`config.mk`:
```
export PLATFORM = sky130hd
export DESIGN_NAME = process_job_table_core
export DESIGN_NICKNAME = d
export VERILOG_FILES = /design/src/design/pjt_pkg.sv /design/src/design/pjt_cell.sv /design/src/design/process_job_table_core.sv
export SDC_FILE = /design/constraint.sdc
export NUM_CORES = 1
export LEC_CHECK = 0
export BUFFER_PORTS_ARGS = -buffer_cell sky130_fd_sc_hd__buf_2
export CAP_MARGIN = 15
export CELL_PAD_IN_SITES_DETAIL_PLACEMENT = 1
export CELL_PAD_IN_SITES_GLOBAL_PLACEMENT = 2
export CORE_MARGIN = 2
export CORE_UTILIZATION = 46
export CTS_CLUSTER_SIZE = 24
export DETAILED_ROUTE_END_ITERATION = 10
export PLACE_DENSITY = 0.83
export SETUP_SLACK_MARGIN = 0.4
export SLEW_MARGIN = 20
export SYNTH_ARGS = -nofsm -noshare
export SYNTH_HDL_FRONTEND = slang
export SYNTH_SLANG_ARGS = --single-unit
```
`constraint.sdc`:
```
create_clock -name clk -period 8.65 [get_ports clk]
set_input_delay 2.595 -clock clk [delete_from_list [all_inputs] [get_ports clk]]
set_output_delay 2.595 -clock clk [all_outputs]
set_load 0.02 [all_outputs]
```
`src/design/pjt_pkg.sv`:
```
// Package for the process job table: sizes, codes and the structs that
// pass between the table cells and the top level.
// No dependencies.
package pjt_pkg;

  localparam int DEPTH       = 16;
  localparam int PID_W       = 22;
  localparam int CNT_W       = $clog2(DEPTH + 1);
  localparam int IN_TDATA_W  = 24;
  localparam int OUT_TDATA_W = 32;
  localparam int OUT_PAD_W   = OUT_TDATA_W - PID_W - 1 - CNT_W;

  typedef enum logic [1:0] {
    FUNC_APPEND = 2'd0,
    FUNC_REMOVE = 2'd1,
    FUNC_SET_FG = 2'd2
  } func_t;

  typedef enum logic [1:0] {
    CODE_OK        = 2'd0,
    CODE_NOT_FOUND = 2'd1,
    CODE_EMPTY     = 2'd2,
    CODE_FULL      = 2'd3
  } code_t;

  // request broadcast to every cell
  typedef struct packed {
    logic             en;
    func_t            func;
    logic [PID_W-1:0] key;
    logic             fg;
  } cell_cmd_t;

  // passed left to right along the row
  typedef struct packed {
    logic             match;
    logic             fg_found;
    logic [PID_W-1:0] fg_pid;
  } cell_link_t;

  // passed right to left on removal
  typedef struct packed {
    logic [PID_W-1:0] pid;
    logic             fg;
  } cell_entry_t;

endpackage

```
`src/design/pjt_cell.sv`:
```
// One slot of the job table: holds a pid and foreground flag, compares
// the key, and shifts in its right neighbour's entry on removal.
// Depends on pjt_pkg.
module pjt_cell (
  input  logic                 clk,
  input  logic                 occ_i,
  input  logic                 tail_i,
  input  pjt_pkg::cell_cmd_t   cmd_i,
  input  pjt_pkg::cell_link_t  link_i,
  output pjt_pkg::cell_link_t  link_o,
  input  pjt_pkg::cell_entry_t next_i,
  output pjt_pkg::cell_entry_t entry_o
);

  pjt_pkg::cell_entry_t entry_r;
  pjt_pkg::cell_entry_t entry_nxt;
  logic                 hit;
  logic                 sel;
  logic                 fg_here;

  assign hit     = occ_i && (entry_r.pid == cmd_i.key) && !link_i.match;
  assign sel     = link_i.match || hit;
  assign fg_here = occ_i && entry_r.fg;

  always_comb begin
    entry_nxt = entry_r;
    if (cmd_i.en) begin
      case (cmd_i.func)
        pjt_pkg::FUNC_APPEND: begin
          if (tail_i) begin
            entry_nxt.pid = cmd_i.key;
            entry_nxt.fg  = cmd_i.fg;
          end
        end
        pjt_pkg::FUNC_REMOVE: begin
          if (sel) begin
            entry_nxt = next_i;
          end
        end
        pjt_pkg::FUNC_SET_FG: begin
          if (hit) begin
            entry_nxt.fg = cmd_i.fg;
          end
        end
        default: begin
          entry_nxt = entry_r;
        end
      endcase
    end
  end

  always_comb begin
    link_o.match    = sel;
    link_o.fg_found = link_i.fg_found || fg_here;
    if (link_i.fg_found) begin
      link_o.fg_pid = link_i.fg_pid;
    end else if (fg_here) begin
      link_o.fg_pid = entry_r.pid;
    end else begin
      link_o.fg_pid = '0;
    end
  end

  assign entry_o = entry_r;

  always_ff @(posedge clk) begin
    entry_r <= entry_nxt;
  end

endmodule

```
`src/design/process_job_table_core.sv`:
```
// Top level of the process job table: a row of pjt_cell slots, the job
// count, a result stage and the output register.
// Depends on pjt_pkg and pjt_cell.
//
//  channel | dir | tdata                          | tuser
//  in_     | in  | pid[21:0], fg[22]              | func[1:0]
//  out_    | out | job_count[4:0], fg_found[5],   | code[1:0]
//          |     | fg_pid[27:6]                   |
//
// One request a cycle: the table updates at the accepting edge, the earliest
// foreground search runs along the cell row in the following cycle.
// out_tvalid rises when a result moves into the output register.
// A result waiting in the output register holds one more in the result stage,
// after which in_tready drops. Synchronous active-low reset empties the table.
module process_job_table_core (
  input  logic                            clk,
  input  logic                            rst_n,
  input  logic                            in_tvalid,
  output logic                            in_tready,
  input  logic [pjt_pkg::IN_TDATA_W-1:0]  in_tdata,  // pid, fg
  input  logic [1:0]                      in_tuser,  // func
  output logic                            out_tvalid,
  input  logic                            out_tready,
  output logic [pjt_pkg::OUT_TDATA_W-1:0] out_tdata, // job_count, fg_found, fg_pid
  output logic [1:0]                      out_tuser  // code
);

  localparam int DEPTH = pjt_pkg::DEPTH;
  localparam int CNT_W = pjt_pkg::CNT_W;
  localparam int PID_W = pjt_pkg::PID_W;

  pjt_pkg::cell_cmd_t   cmd;
  pjt_pkg::cell_link_t  link [DEPTH+1];
  pjt_pkg::cell_entry_t ent  [DEPTH];
  logic [DEPTH-1:0]     occ;
  logic [DEPTH-1:0]     tail;

  logic                 accept;
  logic                 out_free;
  logic                 move;
  logic                 found;
  logic                 full;

  logic [CNT_W-1:0]     count_r, count_nxt;
  logic                 pend_r, pend_nxt;
  pjt_pkg::code_t       pend_code_r, code_nxt;
  logic [CNT_W-1:0]     pend_count_r;

  logic                 out_valid_r, out_valid_nxt;
  pjt_pkg::code_t       out_code_r;
  logic [CNT_W-1:0]     out_count_r;
  logic                 out_found_r;
  logic [PID_W-1:0]     out_pid_r;

  assign out_free  = !out_valid_r || out_tready;
  assign move      = pend_r && out_free;
  assign in_tready = !pend_r || out_free;
  assign accept    = in_tvalid && in_tready;

  assign cmd.en   = accept;
  assign cmd.func = pjt_pkg::func_t'(in_tuser);
  assign cmd.key  = in_tdata[PID_W-1:0];
  assign cmd.fg   = in_tdata[PID_W];

  assign link[0] = '0;

  genvar gi;
  generate
    for (gi = 0; gi < DEPTH; gi++) begin : g_cell
      pjt_pkg::cell_entry_t next_ent;
      assign occ[gi]  = CNT_W'(gi) < count_r;
      assign tail[gi] = count_r == CNT_W'(gi);
      if (gi == DEPTH - 1) begin : g_last
        assign next_ent = '0;
      end else begin : g_mid
        assign next_ent = ent[gi+1];
      end
      pjt_cell u_cell (
        .clk     (clk),
        .occ_i   (occ[gi]),
        .tail_i  (tail[gi]),
        .cmd_i   (cmd),
        .link_i  (link[gi]),
        .link_o  (link[gi+1]),
        .next_i  (next_ent),
        .entry_o (ent[gi])
      );
    end
  endgenerate

  assign found = link[DEPTH].match;
  assign full  = count_r == CNT_W'(DEPTH);

  always_comb begin
    count_nxt = count_r;
    code_nxt  = pjt_pkg::CODE_NOT_FOUND;
    case (cmd.func)
      pjt_pkg::FUNC_APPEND: begin
        if (full) begin
          code_nxt = pjt_pkg::CODE_FULL;
        end else begin
          code_nxt  = pjt_pkg::CODE_OK;
          count_nxt = count_r + CNT_W'(1);
        end
      end
      pjt_pkg::FUNC_REMOVE: begin
        if (count_r == '0) begin
          code_nxt = pjt_pkg::CODE_EMPTY;
        end else if (found) begin
          code_nxt  = pjt_pkg::CODE_OK;
          count_nxt = count_r - CNT_W'(1);
        end
      end
      pjt_pkg::FUNC_SET_FG: begin
        if (found) begin
          code_nxt = pjt_pkg::CODE_OK;
        end
      end
      default: begin
        code_nxt = pjt_pkg::CODE_NOT_FOUND;
      end
    endcase
  end

  always_comb begin
    pend_nxt = pend_r;
    if (accept) begin
      pend_nxt = 1'b1;
    end else if (move) begin
      pend_nxt = 1'b0;
    end
    out_valid_nxt = out_valid_r;
    if (move) begin
      out_valid_nxt = 1'b1;
    end else if (out_tready) begin
      out_valid_nxt = 1'b0;
    end
  end

  always_ff @(posedge clk) begin
    if (!rst_n) begin
      count_r     <= '0;
      pend_r      <= 1'b0;
      out_valid_r <= 1'b0;
    end else begin
      pend_r      <= pend_nxt;
      out_valid_r <= out_valid_nxt;
      if (accept) begin
        count_r <= count_nxt;
      end
    end
  end

  always_ff @(posedge clk) begin
    if (accept) begin
      pend_code_r  <= code_nxt;
      pend_count_r <= count_nxt;
    end
    if (move) begin
      out_code_r  <= pend_code_r;
      out_count_r <= pend_count_r;
      out_found_r <= link[DEPTH].fg_found;
      out_pid_r   <= link[DEPTH].fg_pid;
    end
  end

  assign out_tvalid = out_valid_r;
  assign out_tuser  = out_code_r;
  assign out_tdata  = {{pjt_pkg::OUT_PAD_W{1'b0}}, out_pid_r, out_found_r, out_count_r};

endmodule

```
* Word-level counts from Yosys, hierarchy flattened
Cells that the tools add are included.
Word-level totals: output and inout port bits 36, word-level logic and storage cells 399, register bits after elaboration 412, input port bits 30
Operators by class: mux-type cells 122, reduce and logical (&&, ||, !) cells 136, equality and inequality tests 82, magnitude comparators 16, add/subtract/negate cells 2
Operators with widths (count):
- $mux W23 | 32
- $pmux W22 S2 | 16
- $mux W22 | 30
- $eq A22 B22 Y1 | 16
- $ne A2 B1 Y1 const B | 47
- $reduce_and A5 Y1 | 16
- $reduce_and A4 Y1 | 16
- $logic_and A1 B1 Y1 | 49
- $pmux W1 S3 | 16
- $eq A5 B4 Y1 const B | 8
- $lt A4 B5 Y1 const A | 8
- $logic_or A1 B1 Y1 | 32
- $mux W1 | 21
- $eq A5 B3 Y1 const B | 4
- $lt A3 B5 Y1 const A | 4
- $logic_not A1 Y1 | 17
- $mux W5 | 3
- $eq A5 B2 Y1 const B | 2
- $lt A1 B5 Y1 const A | 2
- $lt A2 B5 Y1 const A | 2
- $pmux W5 S2 | 1
- $pmux W2 S3 | 1
- $reduce_bool A2 Y1 | 3
- $add A5 B1 Y5 const B | 1
- other kinds (10) | 11

* Depth between registers and ports, before layout
depth in word-level cells 50, gate-level depth with buffers 14, depth with buffers taken out 10

* Hierarchy
A second synthesis with hierarchy kept.
Unflattened totals: cell total of the unflattened synthesis 2436, area, all modules 27819.2 um2
Modules (own cells, without submodules):
- pjt_cell | instances 16, cells each 141, area an instance 1609.0 um2, seq. area each 690.7 um2
- process_job_table_core | instances 1, cells each 180, area an instance 2074.5 um2, seq. area each 1251.2 um2

* Least setup slack after synthesis
No wires, ideal clock.
path type input to register, start input in_tdata[6] in the netlist's numbering, end register g_cell[11].u_cell.entry_r (netlist bit g_cell[11].u_cell.entry_o[10]), enable pin, slack 2.191 ns, library setup time 0.435 ns, data arrival time 6.024 ns, path buffers 1, stages 9, cells stage by stage buf_2 -> xor2_1 -> nor4_1 -> nand4_1 -> nor4_1 -> and4bb_1 -> nand4_1 -> nor3_1 -> a211oi_1
Between the ends: cells in the longest elaborated chain, start to end 37, elaborated cells between the ends (all ways) 59, classes of those cells eq/ne (13); reduce/logical (46)
RTL lines:
- from (decl) | RTL line process_job_table_core.sv:20 | input logic [pjt_pkg::IN_TDATA_W-1:0] in_tdata,
- $eq A22 B22 Y1 | RTL line pjt_cell.sv:21 | assign hit = occ_i && (entry_r.pid == cmd_i.key) && !link_i.match;
- $logic_and A1 B1 Y1 | RTL line pjt_cell.sv:21
- $logic_not A1 Y1 | RTL line pjt_cell.sv:21
- $logic_and A1 B1 Y1 | RTL line pjt_cell.sv:21
- $logic_or A1 B1 Y1 | RTL line pjt_cell.sv:22 | assign sel = link_i.match || hit;
- $logic_not A1 Y1 | RTL line pjt_cell.sv:21
- $logic_and A1 B1 Y1 | RTL line pjt_cell.sv:21
- $logic_or A1 B1 Y1 | RTL line pjt_cell.sv:22
- (+21 left out)
- $logic_not A1 Y1 | RTL line pjt_cell.sv:21
- $logic_and A1 B1 Y1 | RTL line pjt_cell.sv:21
- $logic_or A1 B1 Y1 | RTL line pjt_cell.sv:22
- $logic_not A1 Y1 | RTL line pjt_cell.sv:21
- $logic_and A1 B1 Y1 | RTL line pjt_cell.sv:21
- $logic_or A1 B1 Y1 (*) | RTL line pjt_cell.sv:22
- $ne A2 B1 Y1 (no source line) (*)
- $reduce_and A4 Y1 (no source line) (*)
- to (signal assigned) | RTL line pjt_cell.sv:67 | entry_r <= entry_nxt;
- to (decl) | RTL line pjt_cell.sv:15 | pjt_pkg::cell_entry_t entry_r;
Every way passes the cells marked *; elsewhere a longest branch is shown, timed or not. A chain may end at the register's enable or synchronous reset.

* Worst setup path after layout
start input in_tdata[20] in the netlist's numbering, end register g_cell[14].u_cell.entry_r (netlist bit g_cell[14].u_cell.entry_o[9]), enable pin
Between the ends: cells in the longest elaborated chain, start to end 46, elaborated cells between the ends (all ways) 74, classes of those cells eq/ne (16); reduce/logical (58)
RTL lines (RTL line):
- $eq A22 B22 Y1 | pjt_cell.sv:21
- $logic_and A1 B1 Y1 | pjt_cell.sv:21
- $logic_not A1 Y1 | pjt_cell.sv:21
- $logic_and A1 B1 Y1 | pjt_cell.sv:21
- $logic_or A1 B1 Y1 | pjt_cell.sv:22
- $logic_not A1 Y1 | pjt_cell.sv:21
- $logic_and A1 B1 Y1 | pjt_cell.sv:21
- $logic_or A1 B1 Y1 | pjt_cell.sv:22
- (+30 left out)
- $logic_not A1 Y1 | pjt_cell.sv:21
- $logic_and A1 B1 Y1 | pjt_cell.sv:21
- $logic_or A1 B1 Y1 | pjt_cell.sv:22
- $logic_not A1 Y1 | pjt_cell.sv:21
- $logic_and A1 B1 Y1 | pjt_cell.sv:21
- $logic_or A1 B1 Y1 (*) | pjt_cell.sv:22
- $ne A2 B1 Y1 (no source line) (*)
- $reduce_and A4 Y1 (no source line) (*)
- to (signal assigned) | pjt_cell.sv:67
- to (decl) | pjt_cell.sv:15
Marks and branches as above.

==> parameters.txt <==
Parameter                              Value

Floorplanning
  FP Rows ... 83
  Die X-Extent ... 233 um
  Die area ... 54,300 sq um
  Initial core utilization ... 46.8%
  Area of the placeable core ... 51,600 sq um
  # IOs ... 66
  Die height ... about 230 um

Synth
  Mapped Avg Cell Area ... ~11 sq um
  Library cells used by synthesis ... 68
  Post-synthesis instance area ... about 24,000 sq um
  Synth Flop Type ... edfxtp_1
  Total number of yosys warnings ... 0
  Number of flops mapped to enable cells by yosys ... 405
  Gate Count Post-Synth ... ~2,300
  Async set-reset flop share out of synthesis ... 0%
  Register bit total from synthesis ... about 410
  Seq/Total Area, Yosys ... 51.0%

Job
  Max-cap viol count ... 0

Placement
  Detailed placement HPWL ... ~64,000 um
  Routability cong. ... about 0.9
  Number of cells in the design after placement ... 2,822
  Port-buffer cells ... 60
  Placement Cell Area ... 24,800 sq um
  Place WS ... ~1700 ps

Final layout
  Growth of design area from synthesis to finish ... 9.16%
  Commonest non-fill, non-tap cell in the layout ... edfxtp_1
  Final net count ... 2,227
  Layout Utilization ... between 50 and 60%
  Number of inserted filler cells in the final layout ... 5,482
  Design Area, Final ... 26,400 sq um
  Commonest cells after routing, fill and taps aside ... edfxtp_1, a21o_1, xor2_1
  Fin cells ... just under 3,000
  Fraction of layout instances using a drive strength above 1 ... 9.28%

CTS
  Resize count post-CTS ... 0
  CTS H-tree depth ... 2
  Clock Path Buffers ... 3
  TritonCTS clock tree ... built
  Clock buffers created by TritonCTS ... 48
  Post CTS Setup Buffer Count ... 0
  Clk Tree Root Cell ... clkbuf_16
  Hold-fix buffers, CTS ... 0
  Clock sink count ... roughly 410
  Source-to-sink clock delay at the later pin of the worst-skew pair ... 620 ps
  Reg clk slew, reported paths ... ~60 ps

Routing
  Number of design-rule violations left by the first detailed-router iteration ... 2,193
  Number of detailed-route iterations in the first pass ... 5
  Average routed wire per standard cell ... 30.7 um
  Remaining antenna violation count ... 0
  Total wire length ... 89,500 um
  Per-cell via count in the routed design ... between 6 and 7
  Number of vias after detailed routing ... 19,100
  Number of remaining DRC errors ... 0

Timing
  Final period utilization ... between 70% and 80%
  Final critical-path required period ... 6570 ps
  Final count of negative-setup-slack endpoints ... 0
  Hold_ws ... 418 ps
  Unrepaired setup endpoints after global routing ... no
  Worst-margin pin slew ... 1110 ps
  Worst-case setup margin in the final layout ... 2080 ps
  Final count of hold timing violations ... 0
  Max Freq ... 152 MHz
  Final number of max-transition violations ... 0
  Slew margin rel. ... about a quarter
  Setup TNS ... 0 ps
  Maximum clock skew at final layout ... approximately 36 ps

Setup path
  Startpoint of the worst setup timing path ... in_tdata[20]
  Setup CP Type ... primary input to flop
  FF-to-FF Start ... count_r[3]$_SDFFE_PN0P_
  Worst reg2reg path endpoint ... out_pid_r[21]$_DFFE_PP_
  Endpoint kind of the worst setup timing path ... flop
  Number of cells traversed by the worst register-to-register path ... 8
  R2R Setup Slk ... 3620 ps
  Critical-path maximum fanout ... 22
  Worst endpoint data arrival time ... between 6000 and 7000 ps
  Worst Path Required ... 8890 ps
  Crit path to ... g_cell[14].u_cell.entry_o[9]$_DFFE_PP_
  Startpoint kind of the worst setup timing path ... primary input

Power and ir drop
  Pwr/cell area ... 192 nW/um^2
  Worst vdd rail ir drop ... 0.000143 V
  Register share of total power ... approximately 45%
  Fraction of power spent switching nets ... 27.6%
  Clock share of power ... 40.8%
  Internal power ... roughly 3.7 mW
  Switching component of the power ... 1.39 mW
  Share of total power in combinational logic ... 14.3%
  Final total power ... 5.06 mW
  Static Leakage ... approximately 10 nW

Run status
  Result of the run ... complete, no violations

GRT
  Pin count of the biggest net entering global routing ... 151
  Total global routing track utilization ... 32.9%
  First-pass GRT wire length ... 130,000 um
  Initial antenna violation count ... 1
  GR Overflow Total ... 0
  Via count of the first global-routing pass ... 18,600

Min path
  Worst hold path class ... flop to flop
-- kinds of logic (layout without fill, tap and decap cells) --
kind of cell | after synthesis | count (layout) | share of synthesized area, %
AO/OA/AOI/OAI | 674 | 674 | 19.6
multiplexers | 2 | 2 | 0.0881
AND/OR/NAND/NOR | 584 | 584 | 12.2
XOR/XNOR | 354 | 354 | 12.8
buffers and inverters | 225 | 196 | 4.08
flip-flops | 412 | 412 | 51.0
adder cells (fa/ha/maj) | 5 | 5 | 0.259
other | 1 | 5 | 0.0155
-- flip-flops by register name, summed over array words and instances, names as in the netlist --
name and cells:
pend_code_r 2, out_pid_r 22, count_r 5, g_cell.u_cell.entry_o 368, out_found_r 1, out_tvalid 1
out_tuser 2, pend_count_r 5, pend_r 1, out_count_r 5
-- layout make-up --
cell class | count | area [sq um] | area share, %
Sequential cell | 412 | 12300 | 46.7
Multi-Input combinational cell | 1623 | 11000 | 41.7
Clock buffer | 64 | 1260 | 4.79
Tap cell | 680 | 851 | 3.23
Timing Repair Buffer | 100 | 626 | 2.37
Clock inverter | 25 | 283 | 1.07
Inverter | 7 | 26.3 | 0.0997
Antenna cell | 1 | 2.50 | 0.00950
-- critical path, stage by stage --
cell and delay [ps]:
buf_2 460, xor2_1 320, nor4_1 910, nand2_1 170, nor4_1 730, nor4_1 210, and4_1 330, nand3_1 120
a22oi_1 140, nor2_4 750
-- metal layers --
metal / global-route usage [%] / vias to the layer above / wire [um]
met5: 0 / - / 0
met4: 8.24 / 0 / 2070
met3: 4.63 / 113 / 7790
met2: 52.4 / 890 / 41700
met1: 47.4 / 9861 / 37900
li1: - / 8191 / -
-- power groups by stage --
stage          sequential, mW  combinational (mW)  clock, mW
2_1_floorplan            2.32               0.446          0
3_3_place_gp             2.31               0.696          0
3_5_place_dp             2.31               0.709          0
4_1_cts                  2.27               0.714       2.08
5_1_grt                  2.27               0.762       2.14
6_report                 2.27               0.724       2.06
-- how the worst min path moves through the flow --
| stage | from | end | slack, ps | cells after the start |
|---|---|---|---|---|
| 5_1_grt | pend_code_r[0]$_DFFE_PP_ | out_tuser[0]$_DFFE_PP_ | 440 | 0 |
| 6_report | pend_count_r[3]$_DFFE_PP_ | out_count_r[3]$_DFFE_PP_ | 420 | 0 |
| 2_1_floorplan | pend_count_r[0]$_DFFE_PP_ | out_count_r[0]$_DFFE_PP_ | 400 | 0 |
| 3_5_place_dp | pend_count_r[4]$_DFFE_PP_ | out_count_r[4]$_DFFE_PP_ | 410 | 0 |
| 3_3_place_gp | pend_code_r[0]$_DFFE_PP_ | out_tuser[0]$_DFFE_PP_ | 410 | 0 |
| 4_1_cts | pend_code_r[1]$_DFFE_PP_ | out_tuser[1]$_DFFE_PP_ | 430 | 0 |
-- Yosys cell counts (all sizes together), types with 24 or more instances --
cell type | number | area [sq um]
and2 | 30 | 188
clkbuf | 155 | 582
buf | 63 | 377
nand3 | 71 | 368
a21o | 349 | 2620
nor2 | 98 | 370
xnor2 | 129 | 1130
nor4 | 67 | 434
nand4 | 69 | 438
a311oi | 24 | 210
o21ai | 71 | 355
edfxtp | 405 | 12200
xor2 | 225 | 1970
a21oi | 110 | 551
nand2 | 182 | 683
o211ai | 24 | 180
No activity file was read; power rests on OpenSTA's default activity.
